<file path="config.mk">
export PLATFORM = sky130hd
export DESIGN_NAME = tsd_ctrl
export DESIGN_NICKNAME = d
export VERILOG_FILES = /design/src/hw/rtl/trajectory_stop_detector_core_macros.svh /design/src/hw/rtl/tsd_pkg.sv /design/src/hw/rtl/tsd_ctrl.sv
export SDC_FILE = /design/constraint.sdc
export NUM_CORES = 1
export LEC_CHECK = 0
export ABC_AREA = 0
export BUFFER_PORTS_ARGS = -buffer_cell sky130_fd_sc_hd__buf_2
export CAP_MARGIN = 20
export CELL_PAD_IN_SITES_DETAIL_PLACEMENT = 1
export CELL_PAD_IN_SITES_GLOBAL_PLACEMENT = 1
export CORE_MARGIN = 4
export CORE_UTILIZATION = 38
export DETAILED_ROUTE_END_ITERATION = 8
export PLACE_DENSITY_LB_ADDON = 0.1
export SLEW_MARGIN = 40
export SYNTH_ARGS = -nofsm -noshare
export SYNTH_HDL_FRONTEND = slang
export SYNTH_SLANG_ARGS = --single-unit
export TNS_END_PERCENT = 1
</file>
<file path="constraint.sdc">
create_clock -name clock -period 2.35 [get_ports clock]
set_input_delay 0.3525 -clock clock [delete_from_list [all_inputs] [get_ports clock]]
set_output_delay 0.3525 -clock clock [all_outputs]
set_load 0.005 [all_outputs]
</file>
<file path="src/hw/rtl/trajectory_stop_detector_core_macros.svh">
// Assertion helpers for the stop detector core.
`ifndef TRAJECTORY_STOP_DETECTOR_CORE_MACROS_SVH
`define TRAJECTORY_STOP_DETECTOR_CORE_MACROS_SVH

// Consequent must hold in the same cycle as the antecedent.
`define TSD_ASSERT_SAME(label, clk, rst, ante, cons) \
   label: assert property (@(posedge clk) disable iff (rst) (ante) |-> (cons)) \
      else $error("stop detector check failed");

// Consequent must hold in the cycle after the antecedent.
`define TSD_ASSERT_NEXT(label, clk, rst, ante, cons) \
   label: assert property (@(posedge clk) disable iff (rst) (ante) |=> (cons)) \
      else $error("stop detector check failed");

`endif

</file>
<file path="src/hw/rtl/tsd_pkg.sv">
`timescale 1ns / 1ps

package tsd_pkg;

   localparam int MAX_POINTS  = 1024;
   localparam int IDX_W       = 10;
   localparam int CNT_W       = 11;
   localparam int TIME_W      = 40;
   localparam int COORD_W     = 32;
   localparam int MST_W       = 32;
   localparam int RAD_W       = 31;
   localparam int CSR_IDX_W   = 4;
   localparam int CSR_DATA_W  = 32;
   // scratch holds signed coordinates or unsigned distances
   localparam int SCR_W       = 36;
   localparam int ABS_W       = 34;
   localparam int SQ_W        = 2 * ABS_W + 1;
   localparam int ROOT_W      = 35;
   localparam int SRC_W       = 2 * ROOT_W;
   localparam int REM_W       = ROOT_W + 3;
   localparam int CYC_W       = 6;
   localparam int Q_W         = 40;
   // rank arithmetic: t = 9*(n-1), split by ten with a reciprocal
   localparam int RANK_T_W    = 14;
   localparam int RECIP       = 6554;
   localparam int RECIP_W     = 13;
   localparam int RECIP_SHIFT = 16;

   localparam logic [MST_W-1:0] MST_RESET = MST_W'(300000);
   localparam logic [RAD_W-1:0] RAD_RESET = RAD_W'(12800);

   localparam logic [CSR_IDX_W-1:0] CSR_MIN_STOP_TIME = CSR_IDX_W'(0);
   localparam logic [CSR_IDX_W-1:0] CSR_STOP_RADIUS   = CSR_IDX_W'(1);

   typedef enum logic {
      OP_LOAD = 1'b0,
      OP_READ = 1'b1
   } req_op_type;

   typedef enum logic [1:0] {
      PASS_X,
      PASS_Y,
      PASS_D
   } pass_type;

   typedef enum logic [4:0] {
      S_IDLE,
      S_OUT_RD,
      S_OUT_CHK,
      S_WIN_RD,
      S_WIN_CHK,
      S_WIN_END,
      S_G_RD,
      S_G_CHK,
      S_MUL,
      S_SQRT,
      S_G_END,
      S_RANK,
      S_RANK2,
      S_SEL_RD,
      S_SEL_CAND,
      S_SCAN_RD,
      S_SCAN_CHK,
      S_SCAN_END,
      S_SEL_END,
      S_CMP,
      S_MARK
   } ctl_state_type;

   typedef enum logic [4:0] {
      DP_NONE,
      DP_OUT_RD,
      DP_OUT_CHK,
      DP_WIN_RD,
      DP_WIN_CHK,
      DP_WIN_END,
      DP_G_RD,
      DP_G_CHK,
      DP_MUL,
      DP_SQRT,
      DP_G_END,
      DP_RANK,
      DP_RANK2,
      DP_SEL_RD,
      DP_SEL_CAND,
      DP_SCAN_RD,
      DP_SCAN_CHK,
      DP_SCAN_END,
      DP_SEL_END,
      DP_CMP,
      DP_MARK
   } dp_op_type;

   typedef struct packed {
      dp_op_type op;
      pass_type  pass;
   } dp_cmd_type;

   typedef struct packed {
      logic i_done;
      logic t_valid;
      logic win_more;
      logic win_ok;
      logic win_multi;
      logic g_done;
      logic g_both;
      logic mul_done;
      logic sqrt_last;
      logic nv_zero;
      logic sel_done;
      logic scan_done;
      logic radius_ok;
      logic mark_last;
   } dp_stat_type;

endpackage

</file>
<file path="src/hw/rtl/tsd_ctrl.sv">
`timescale 1ns / 1ps

module tsd_ctrl
   import tsd_pkg::*;
(
   input  logic        clock,
   input  logic        reset,
   input  logic        eval_go,
   input  dp_stat_type stat,
   output dp_cmd_type  cmd,
   output logic        busy
);

   ctl_state_type state_ff, state_in;
   pass_type      pass_ff, pass_in;

   // next state
   always_comb begin
      state_in = state_ff;
      pass_in  = pass_ff;
      case (state_ff)
         S_IDLE:     if (eval_go) state_in = S_OUT_RD;
         S_OUT_RD:   state_in = stat.i_done ? S_IDLE : S_OUT_CHK;
         S_OUT_CHK:  state_in = stat.t_valid ? S_WIN_RD : S_OUT_RD;
         S_WIN_RD:   state_in = stat.win_more ? S_WIN_CHK : S_WIN_END;
         S_WIN_CHK:  state_in = stat.win_ok ? S_WIN_RD : S_WIN_END;
         S_WIN_END: begin
            pass_in  = PASS_X;
            state_in = stat.win_multi ? S_G_RD : S_OUT_RD;
         end
         S_G_RD:     state_in = stat.g_done ? S_G_END : S_G_CHK;
         S_G_CHK:    state_in = (pass_ff == PASS_D && stat.g_both) ? S_MUL : S_G_RD;
         S_MUL:      state_in = stat.mul_done ? S_SQRT : S_MUL;
         S_SQRT:     state_in = stat.sqrt_last ? S_G_RD : S_SQRT;
         S_G_END: begin
            if (stat.nv_zero) begin
               state_in = S_OUT_RD;
            end else if (pass_ff == PASS_D) begin
               state_in = S_RANK;
            end else begin
               state_in = S_SEL_RD;
            end
         end
         S_RANK:     state_in = S_RANK2;
         S_RANK2:    state_in = S_SEL_RD;
         S_SEL_RD:   state_in = stat.sel_done ? S_SEL_END : S_SEL_CAND;
         S_SEL_CAND: state_in = S_SCAN_RD;
         S_SCAN_RD:  state_in = stat.scan_done ? S_SCAN_END : S_SCAN_CHK;
         S_SCAN_CHK: state_in = S_SCAN_RD;
         S_SCAN_END: state_in = S_SEL_RD;
         S_SEL_END: begin
            case (pass_ff)
               PASS_X: begin
                  pass_in  = PASS_Y;
                  state_in = S_G_RD;
               end
               PASS_Y: begin
                  pass_in  = PASS_D;
                  state_in = S_G_RD;
               end
               default: state_in = S_CMP;
            endcase
         end
         S_CMP:      state_in = stat.radius_ok ? S_MARK : S_OUT_RD;
         S_MARK:     state_in = stat.mark_last ? S_OUT_RD : S_MARK;
         default:    state_in = S_IDLE;
      endcase
   end

   // datapath command for each state
   always_comb begin
      cmd.pass = pass_ff;
      case (state_ff)
         S_OUT_RD:   cmd.op = DP_OUT_RD;
         S_OUT_CHK:  cmd.op = DP_OUT_CHK;
         S_WIN_RD:   cmd.op = DP_WIN_RD;
         S_WIN_CHK:  cmd.op = DP_WIN_CHK;
         S_WIN_END:  cmd.op = DP_WIN_END;
         S_G_RD:     cmd.op = DP_G_RD;
         S_G_CHK:    cmd.op = DP_G_CHK;
         S_MUL:      cmd.op = DP_MUL;
         S_SQRT:     cmd.op = DP_SQRT;
         S_G_END:    cmd.op = DP_G_END;
         S_RANK:     cmd.op = DP_RANK;
         S_RANK2:    cmd.op = DP_RANK2;
         S_SEL_RD:   cmd.op = DP_SEL_RD;
         S_SEL_CAND: cmd.op = DP_SEL_CAND;
         S_SCAN_RD:  cmd.op = DP_SCAN_RD;
         S_SCAN_CHK: cmd.op = DP_SCAN_CHK;
         S_SCAN_END: cmd.op = DP_SCAN_END;
         S_SEL_END:  cmd.op = DP_SEL_END;
         S_CMP:      cmd.op = DP_CMP;
         S_MARK:     cmd.op = DP_MARK;
         default:    cmd.op = DP_NONE;
      endcase
      busy = (state_ff != S_IDLE);
   end

   always_ff @(posedge clock) begin
      if (reset) begin
         state_ff <= S_IDLE;
         pass_ff  <= PASS_X;
      end else begin
         state_ff <= state_in;
         pass_ff  <= pass_in;
      end
   end

endmodule

</file>
==> impl_metrics.env, run 1 <==
export IMPL_netlist_cell_type_count=42
export IMPL_post_cts_repair_setup_buffers=0
export IMPL_worst_setup_path_type="reg2out"
export IMPL_worst_slew_margin_rel_pct=52.68
export IMPL_hold_violations=0
export IMPL_dieWidth_um=56.39
export IMPL_final_area_sq_um=1033
export IMPL_number_of_global_route_vias_before_repair=944
export IMPL_antenna_violating_nets_post_route=0
export IMPL_worst_pin_slew_ns=0.7088
export IMPL_gate_count_after_technology_mapping=114
export IMPL_finish_net_count=152
export IMPL_detail_route_drc_violations=0
export IMPL_coreArea_sq_um=2212
export IMPL_cts_hold_buffers=0
export IMPL_final_hold_worst_slack_ns=0.3477
export IMPL_drt_pass1_iter_count=4
export IMPL_mappedNetlistArea_sq_um=889.6
export IMPL_dp_final_hpwl_um=2055
export IMPL_cts_clk_slew_worst_paths_ns=0.09
export IMPL_final_common_cell="buf_2"
export IMPL_tritoncts_clock_tree="yes"
export IMPL_yosysWarnings=0
export IMPL_rows=17
export IMPL_placed_cell_area_sq_um=997.2
export IMPL_grt_overflow_total=0
export IMPL_syn_nets=131
export IMPL_effective_utilization_at_floorplan_pct=40.21
export IMPL_antenna_found_initial=0
export IMPL_fmaxAchievable_ghz=0.5300
export IMPL_wire_per_inst_um=16.85
export IMPL_edff_count_synth=0
export IMPL_min_period_over_period_pct=80.28
export IMPL_layout_common_cells="24 x buf_2, 12 x dfxtp_1, 11 x a21oi_1"
export IMPL_cts_root_buffer_cell="clkbuf_4"
export IMPL_dieHeight_um=56.39
export IMPL_setup_viol=0
export IMPL_timing_hold_worst_class="in2reg"
export IMPL_synth_flop_cell="dfxtp_1"
export IMPL_synth_async_sr_flop_share_pct=0
export IMPL_leakage_uw=0.0003799
export IMPL_antennaDiodeCount=0
export IMPL_gp_congestion=0.8494
export IMPL_clock_skew_ns=0.01001
export IMPL_power_density_nw_per_um2=455.0
export IMPL_numClockSinks=12
export IMPL_grt_max_degree=25
export IMPL_synth_seq_cells=12
export IMPL_critical_path_max_fanout=17
export IMPL_io_buffer_count=24
export IMPL_reg2reg_setup_slack_ns=0.54
export IMPL_via_count=963
export IMPL_timing_setup_tns_ns=0
export IMPL_fin_crit_ns=1.887
export IMPL_routed_via_density=5.944
export IMPL_clock_insertion_delay_worst_skew_ns=0.29
export IMPL_synth_seq_area_share_pct=27.00
export IMPL_area_growth_pct=16.17
export IMPL_irDropWorstVdd_uv=233.0
export IMPL_ios=25
export IMPL_final_max_slew_violation_count=0
export IMPL_timing_final_ws_setup_ns=0.4633
export IMPL_grt_pass1_wl_um=4429
export IMPL_cts_made_buffers=3
export IMPL_max_cap_violations=0
export IMPL_critical_path_required_ns=2.00
export IMPL_start_kind="register"
export IMPL_rsz_0062_raised_after_global_routing="false"
export IMPL_post_cts_resize_count=0
export IMPL_h_tree_depth=1
export IMPL_routed_wirelength_um=2730
export IMPL_die_area_sq_um=3179
export IMPL_layout_drive_gt1_share_pct=23.88
export IMPL_global_routing_usage_summed_across_all_routing_layers_pct=17.66
export IMPL_critPathArrivalTime_ns=1.53
export IMPL_detailedRoute_firstIterationViolations=13
export IMPL_avgSynthCellArea_sq_um=7.804
export IMPL_endpoint_kind="output port"
export IMPL_result_of_the_run="completed"
export IMPL_pre_cts_slack_ns=0.5655
export IMPL_clockBufferDepth=2
==> cell families after synthesis <==
| family | after synthesis | synth area share [%] |
|---|---|---|
| AOI/OAI and AO/OA | 39 | 28.27 |
| and+or+nand+nor | 46 | 33.34 |
| xor gates and xnor gates | 1 | 0.9847 |
| buffers and inverters | 15 | 9.141 |
| DFF | 12 | 27.00 |
| muxes | 1 | 1.266 |
==> per-stage QoR <==
step | utilization, % | power (uW) | instances
floorplan | - | 269.0 | 114
global placement | 45.08 | 296.4 | 158
detailed placement | 45.08 | 298.8 | 158
CTS | 46.72 | 476.5 | 162
global route | 46.72 | 499.4 | 162
finish | 46.72 | 470.2 | 162
==> sequential cells by signal (all words and copies together) (netlist names) <==
signal    flops
cmd           5
pass_ff       2
state_ff      5
==> metal layers <==
layer	vias to the layer above	global-route usage [%]	wire [um]
met4	0	3.051	19
met5	-	0	0
met1	465	22.99	1223
met2	26	29.55	1313
met3	4	4.598	174
li1	468	-	-
==> cells in the mapped netlist, types with 2 or more instances <==
cell / number / area (sq um)
nand2_1: 5 / 18.77
dfxtp_1: 12 / 240.2
a31oi_1: 8 / 50.05
nor2b_1: 2 / 12.51
buf_2: 5 / 25.02
nor2_1: 7 / 26.28
nand4b_1: 2 / 17.52
nand2b_1: 8 / 50.05
nand3b_1: 4 / 30.03
nor3_1: 4 / 20.02
a21oi_1: 11 / 55.05
and3_1: 2 / 12.51
o21ai_0: 5 / 25.02
or3_1: 2 / 12.51
o31ai_1: 3 / 22.52
buf_4: 3 / 22.52
nand4bb_1: 2 / 22.52
inv_1: 5 / 18.77
==> report_power, final <==
group	internal [uW]	leakage, uW	switching [uW]
Sequential	210	0.0000974	18.4
Clock	94.4	0.0000210	82.3
Combinational	31.9	0.000262	33.3
==> path summary, 6_finish.rpt <==
check / depth (start not counted) / from / endpoint
setup reg to reg: 4 / state_ff[1] / cmd[4]
hold / removal: 2 / reset / pass_ff[1]
setup / recovery: 4 / state_ff[3] / busy
hold reg to reg: 2 / pass_ff[0] / pass_ff[1]
==> cell type report <==
type / instances / area (sq um)
fillers: 289 / 1179
multi-input cells: 87 / 568.0
flip-flops and latches: 12 / 240.2
repair buffers: 26 / 135.1
clock buffers: 4 / 36.28
well taps: 28 / 35.03
inverters: 5 / 18.77
==> critical path: stages (launching register included) <==
cell and delay [ns]:
dfxtp_1 0.69, buf_4 0.23, nor2_1 0.07, nand2_1 0.13, buf_2 0.12
Note: power is estimated with default switching activity, not from simulation.
==> run 2: changes to the inputs <==
--- a/config.mk
+++ b/config.mk
@@ -11,7 +11,7 @@
 export CELL_PAD_IN_SITES_DETAIL_PLACEMENT = 1
 export CELL_PAD_IN_SITES_GLOBAL_PLACEMENT = 1
 export CORE_MARGIN = 4
-export CORE_UTILIZATION = 38
+export CORE_UTILIZATION = 36
 export DETAILED_ROUTE_END_ITERATION = 8
 export PLACE_DENSITY_LB_ADDON = 0.1
 export SLEW_MARGIN = 40
==> constraint.sdc (replaced) <==
create_clock -name clock -period 1.95 [get_ports clock]
set_input_delay 0.2925 -clock clock [delete_from_list [all_inputs] [get_ports clock]]
set_output_delay 0.2925 -clock clock [all_outputs]
set_load 0.005 [all_outputs]
==> run 2 against run 1 <==
  * Register-to-register slack lost 0.31 ns
  * Combinational power increased by 18%
  * Die area is 4.8% higher
  * Worst hold slack worse by 0.067 ns
  * Cell count stayed put
  * First-iteration DRC count grew 69%
==> impl_metrics.env, run 2 (synthesis gave the netlist of run 1 again) <==
export IMPL_result_of_the_run="completed"
export IMPL_layout_drive_gt1_share_pct=24.63
export IMPL_clock_skew_ns=0.01643
export IMPL_global_routing_usage_summed_across_all_routing_layers_pct=18.14
export IMPL_post_layout_total_power_uw=567.1
export IMPL_worst_pin_slew_ns=0.6235
export IMPL_clock_insertion_delay_worst_skew_ns=0.30
export IMPL_routed_via_density=6.012
export IMPL_timing_hold_worst_class="in2reg"
export IMPL_area_growth_pct=16.31
export IMPL_antennaDiodeCount=0
export IMPL_finish_net_count=152
export IMPL_final_common_cell="buf_2"
export IMPL_cts_made_buffers=3
export IMPL_grt_pass1_wl_um=4636
export IMPL_irDropWorstVdd_uv=388.8
export IMPL_setup_viol=0
export IMPL_layout_common_cells="24 x buf_2, 11 x a21oi_1, 11 x dfxtp_1"
export IMPL_critPathArrivalTime_ns=1.43
export IMPL_grt_overflow_total=0
export IMPL_cts_root_buffer_cell="clkbuf_4"
export IMPL_switching_share_pct=28.50
export IMPL_via_count=974
export IMPL_final_area_sq_um=1035
export IMPL_clockBufferDepth=2
export IMPL_dieWidth_um=57.71
export IMPL_rsz_0062_raised_after_global_routing="false"
export IMPL_dieHeight_um=57.71
export IMPL_placed_cell_area_sq_um=997.2
export IMPL_detailedRoute_firstIterationViolations=22
export IMPL_io_buffer_count=24
export IMPL_tritoncts_clock_tree="yes"
export IMPL_antenna_violating_nets_post_route=0
export IMPL_min_period_over_period_pct=88.39
export IMPL_endpoint_kind="output port"
export IMPL_power_density_nw_per_um2=548.1
export IMPL_cts_clk_slew_worst_paths_ns=0.09
export IMPL_routed_wirelength_um=2767
export IMPL_fmaxAchievable_ghz=0.5802
export IMPL_dp_final_hpwl_um=2090
export IMPL_coreArea_sq_um=2276
export IMPL_number_of_global_route_vias_before_repair=930
export IMPL_final_max_slew_violation_count=0
export IMPL_ios=25
export IMPL_start_kind="register"
export IMPL_critical_path_max_fanout=20
export IMPL_max_cap_violations=0
export IMPL_fin_crit_ns=1.724
export IMPL_leakage_uw=0.0003804
export IMPL_numClockSinks=12
export IMPL_hold_violations=0
export IMPL_layout_cells_non_filler=162
export IMPL_effective_utilization_at_floorplan_pct=39.09
export IMPL_detail_route_drc_violations=0
export IMPL_share_clk_of_total_power_pct=37.9
export IMPL_power_sequential_fraction_pct=48.5
export IMPL_gp_congestion=0.7962
export IMPL_worst_slew_margin_rel_pct=58.37
export IMPL_dp_cells=158
export IMPL_grt_max_degree=25
export IMPL_critical_path_required_ns=1.66
export IMPL_cell_internal_pwr_uw=405.5
export IMPL_die_area_sq_um=3330
export IMPL_drt_pass1_iter_count=4
export IMPL_rows=17
export IMPL_antenna_found_initial=0
export IMPL_h_tree_depth=1
export IMPL_pwr_share_comb_pct=13.6
export IMPL_worst_setup_path_type="reg2out"
export IMPL_power_switching_uw=161.6
export IMPL_wire_per_inst_um=17.08
export IMPL_post_cts_repair_setup_buffers=0
export IMPL_timing_setup_tns_ns=0
-- run 2: cell counts in the layout (fill, tap and decap cells not counted) --
No cell type changed its count.
-- run 2: path summary, 6_finish.rpt --
path | startpoint | to | slack [ns] | cells past startpoint
setup / recovery | state_ff[0] | busy | 0.23 | 3
hold / removal | reset | state_ff[1] | 0.28 | 2
setup reg to reg | state_ff[4] | state_ff[0] | 0.23 | 4
hold reg to reg | pass_ff[0] | pass_ff[1] | 0.53 | 2
-- run 2: power groups by stage --
stage / clock (uW) / combinational, uW / sequential (uW)
after floorplan: 0 / 61.7 / 262
after global placement: 0 / 75.9 / 280
after detailed placement: 0 / 78.2 / 281
after CTS: 222 / 78.4 / 275
after global routing: 233 / 87.9 / 279
final: 215 / 77.1 / 275
-- run 2: what timing repair did --
action	4_1_cts	5_1_grt
resized for setup	0	1
endpoints found under the setup margin	0	4
hold endpoints to repair	0	0
hold buffers	0	0
-- run 2: layout make-up --
type,count,area (sq um)
Clock buffer,4,36.28
Fill cell,291,1241
Inverter,5,18.77
Multi-Input combinational cell,87,568.0
Sequential cell,12,241.5
Tap cell,28,35.03
Timing Repair Buffer,26,135.1
-- run 2: routing by layer --
metal | wire length (um) | track usage [%] | vias up
met2 | 1292 | 28.71 | 29
met3 | 141 | 2.895 | 7
met4 | 79 | 7.947 | 0
met5 | 0 | 0 | -
met1 | 1253 | 24.17 | 463
li1 | - | - | 475
-- run 2: worst max-delay path: stages, from the launching register on --
cell and delay [ns]:
dfxtp_1 0.73, nor2_1 0.16, nand2_1 0.12, buf_2 0.11
-- run 2: metrics by stage --
stage | hold WS [ns] | utilization, % | worst slack [ns]
final | 0.2808 | 45.46 | 0.2264
after CTS | 0.2831 | 45.41 | 0.1281
after global routing | 0.2936 | 45.46 | 0.04819
after detailed placement | 0.5170 | 43.82 | 0.1541
after global placement | 0.5136 | 43.82 | 0.2282
after floorplan | 0.4926 | - | 0.6375
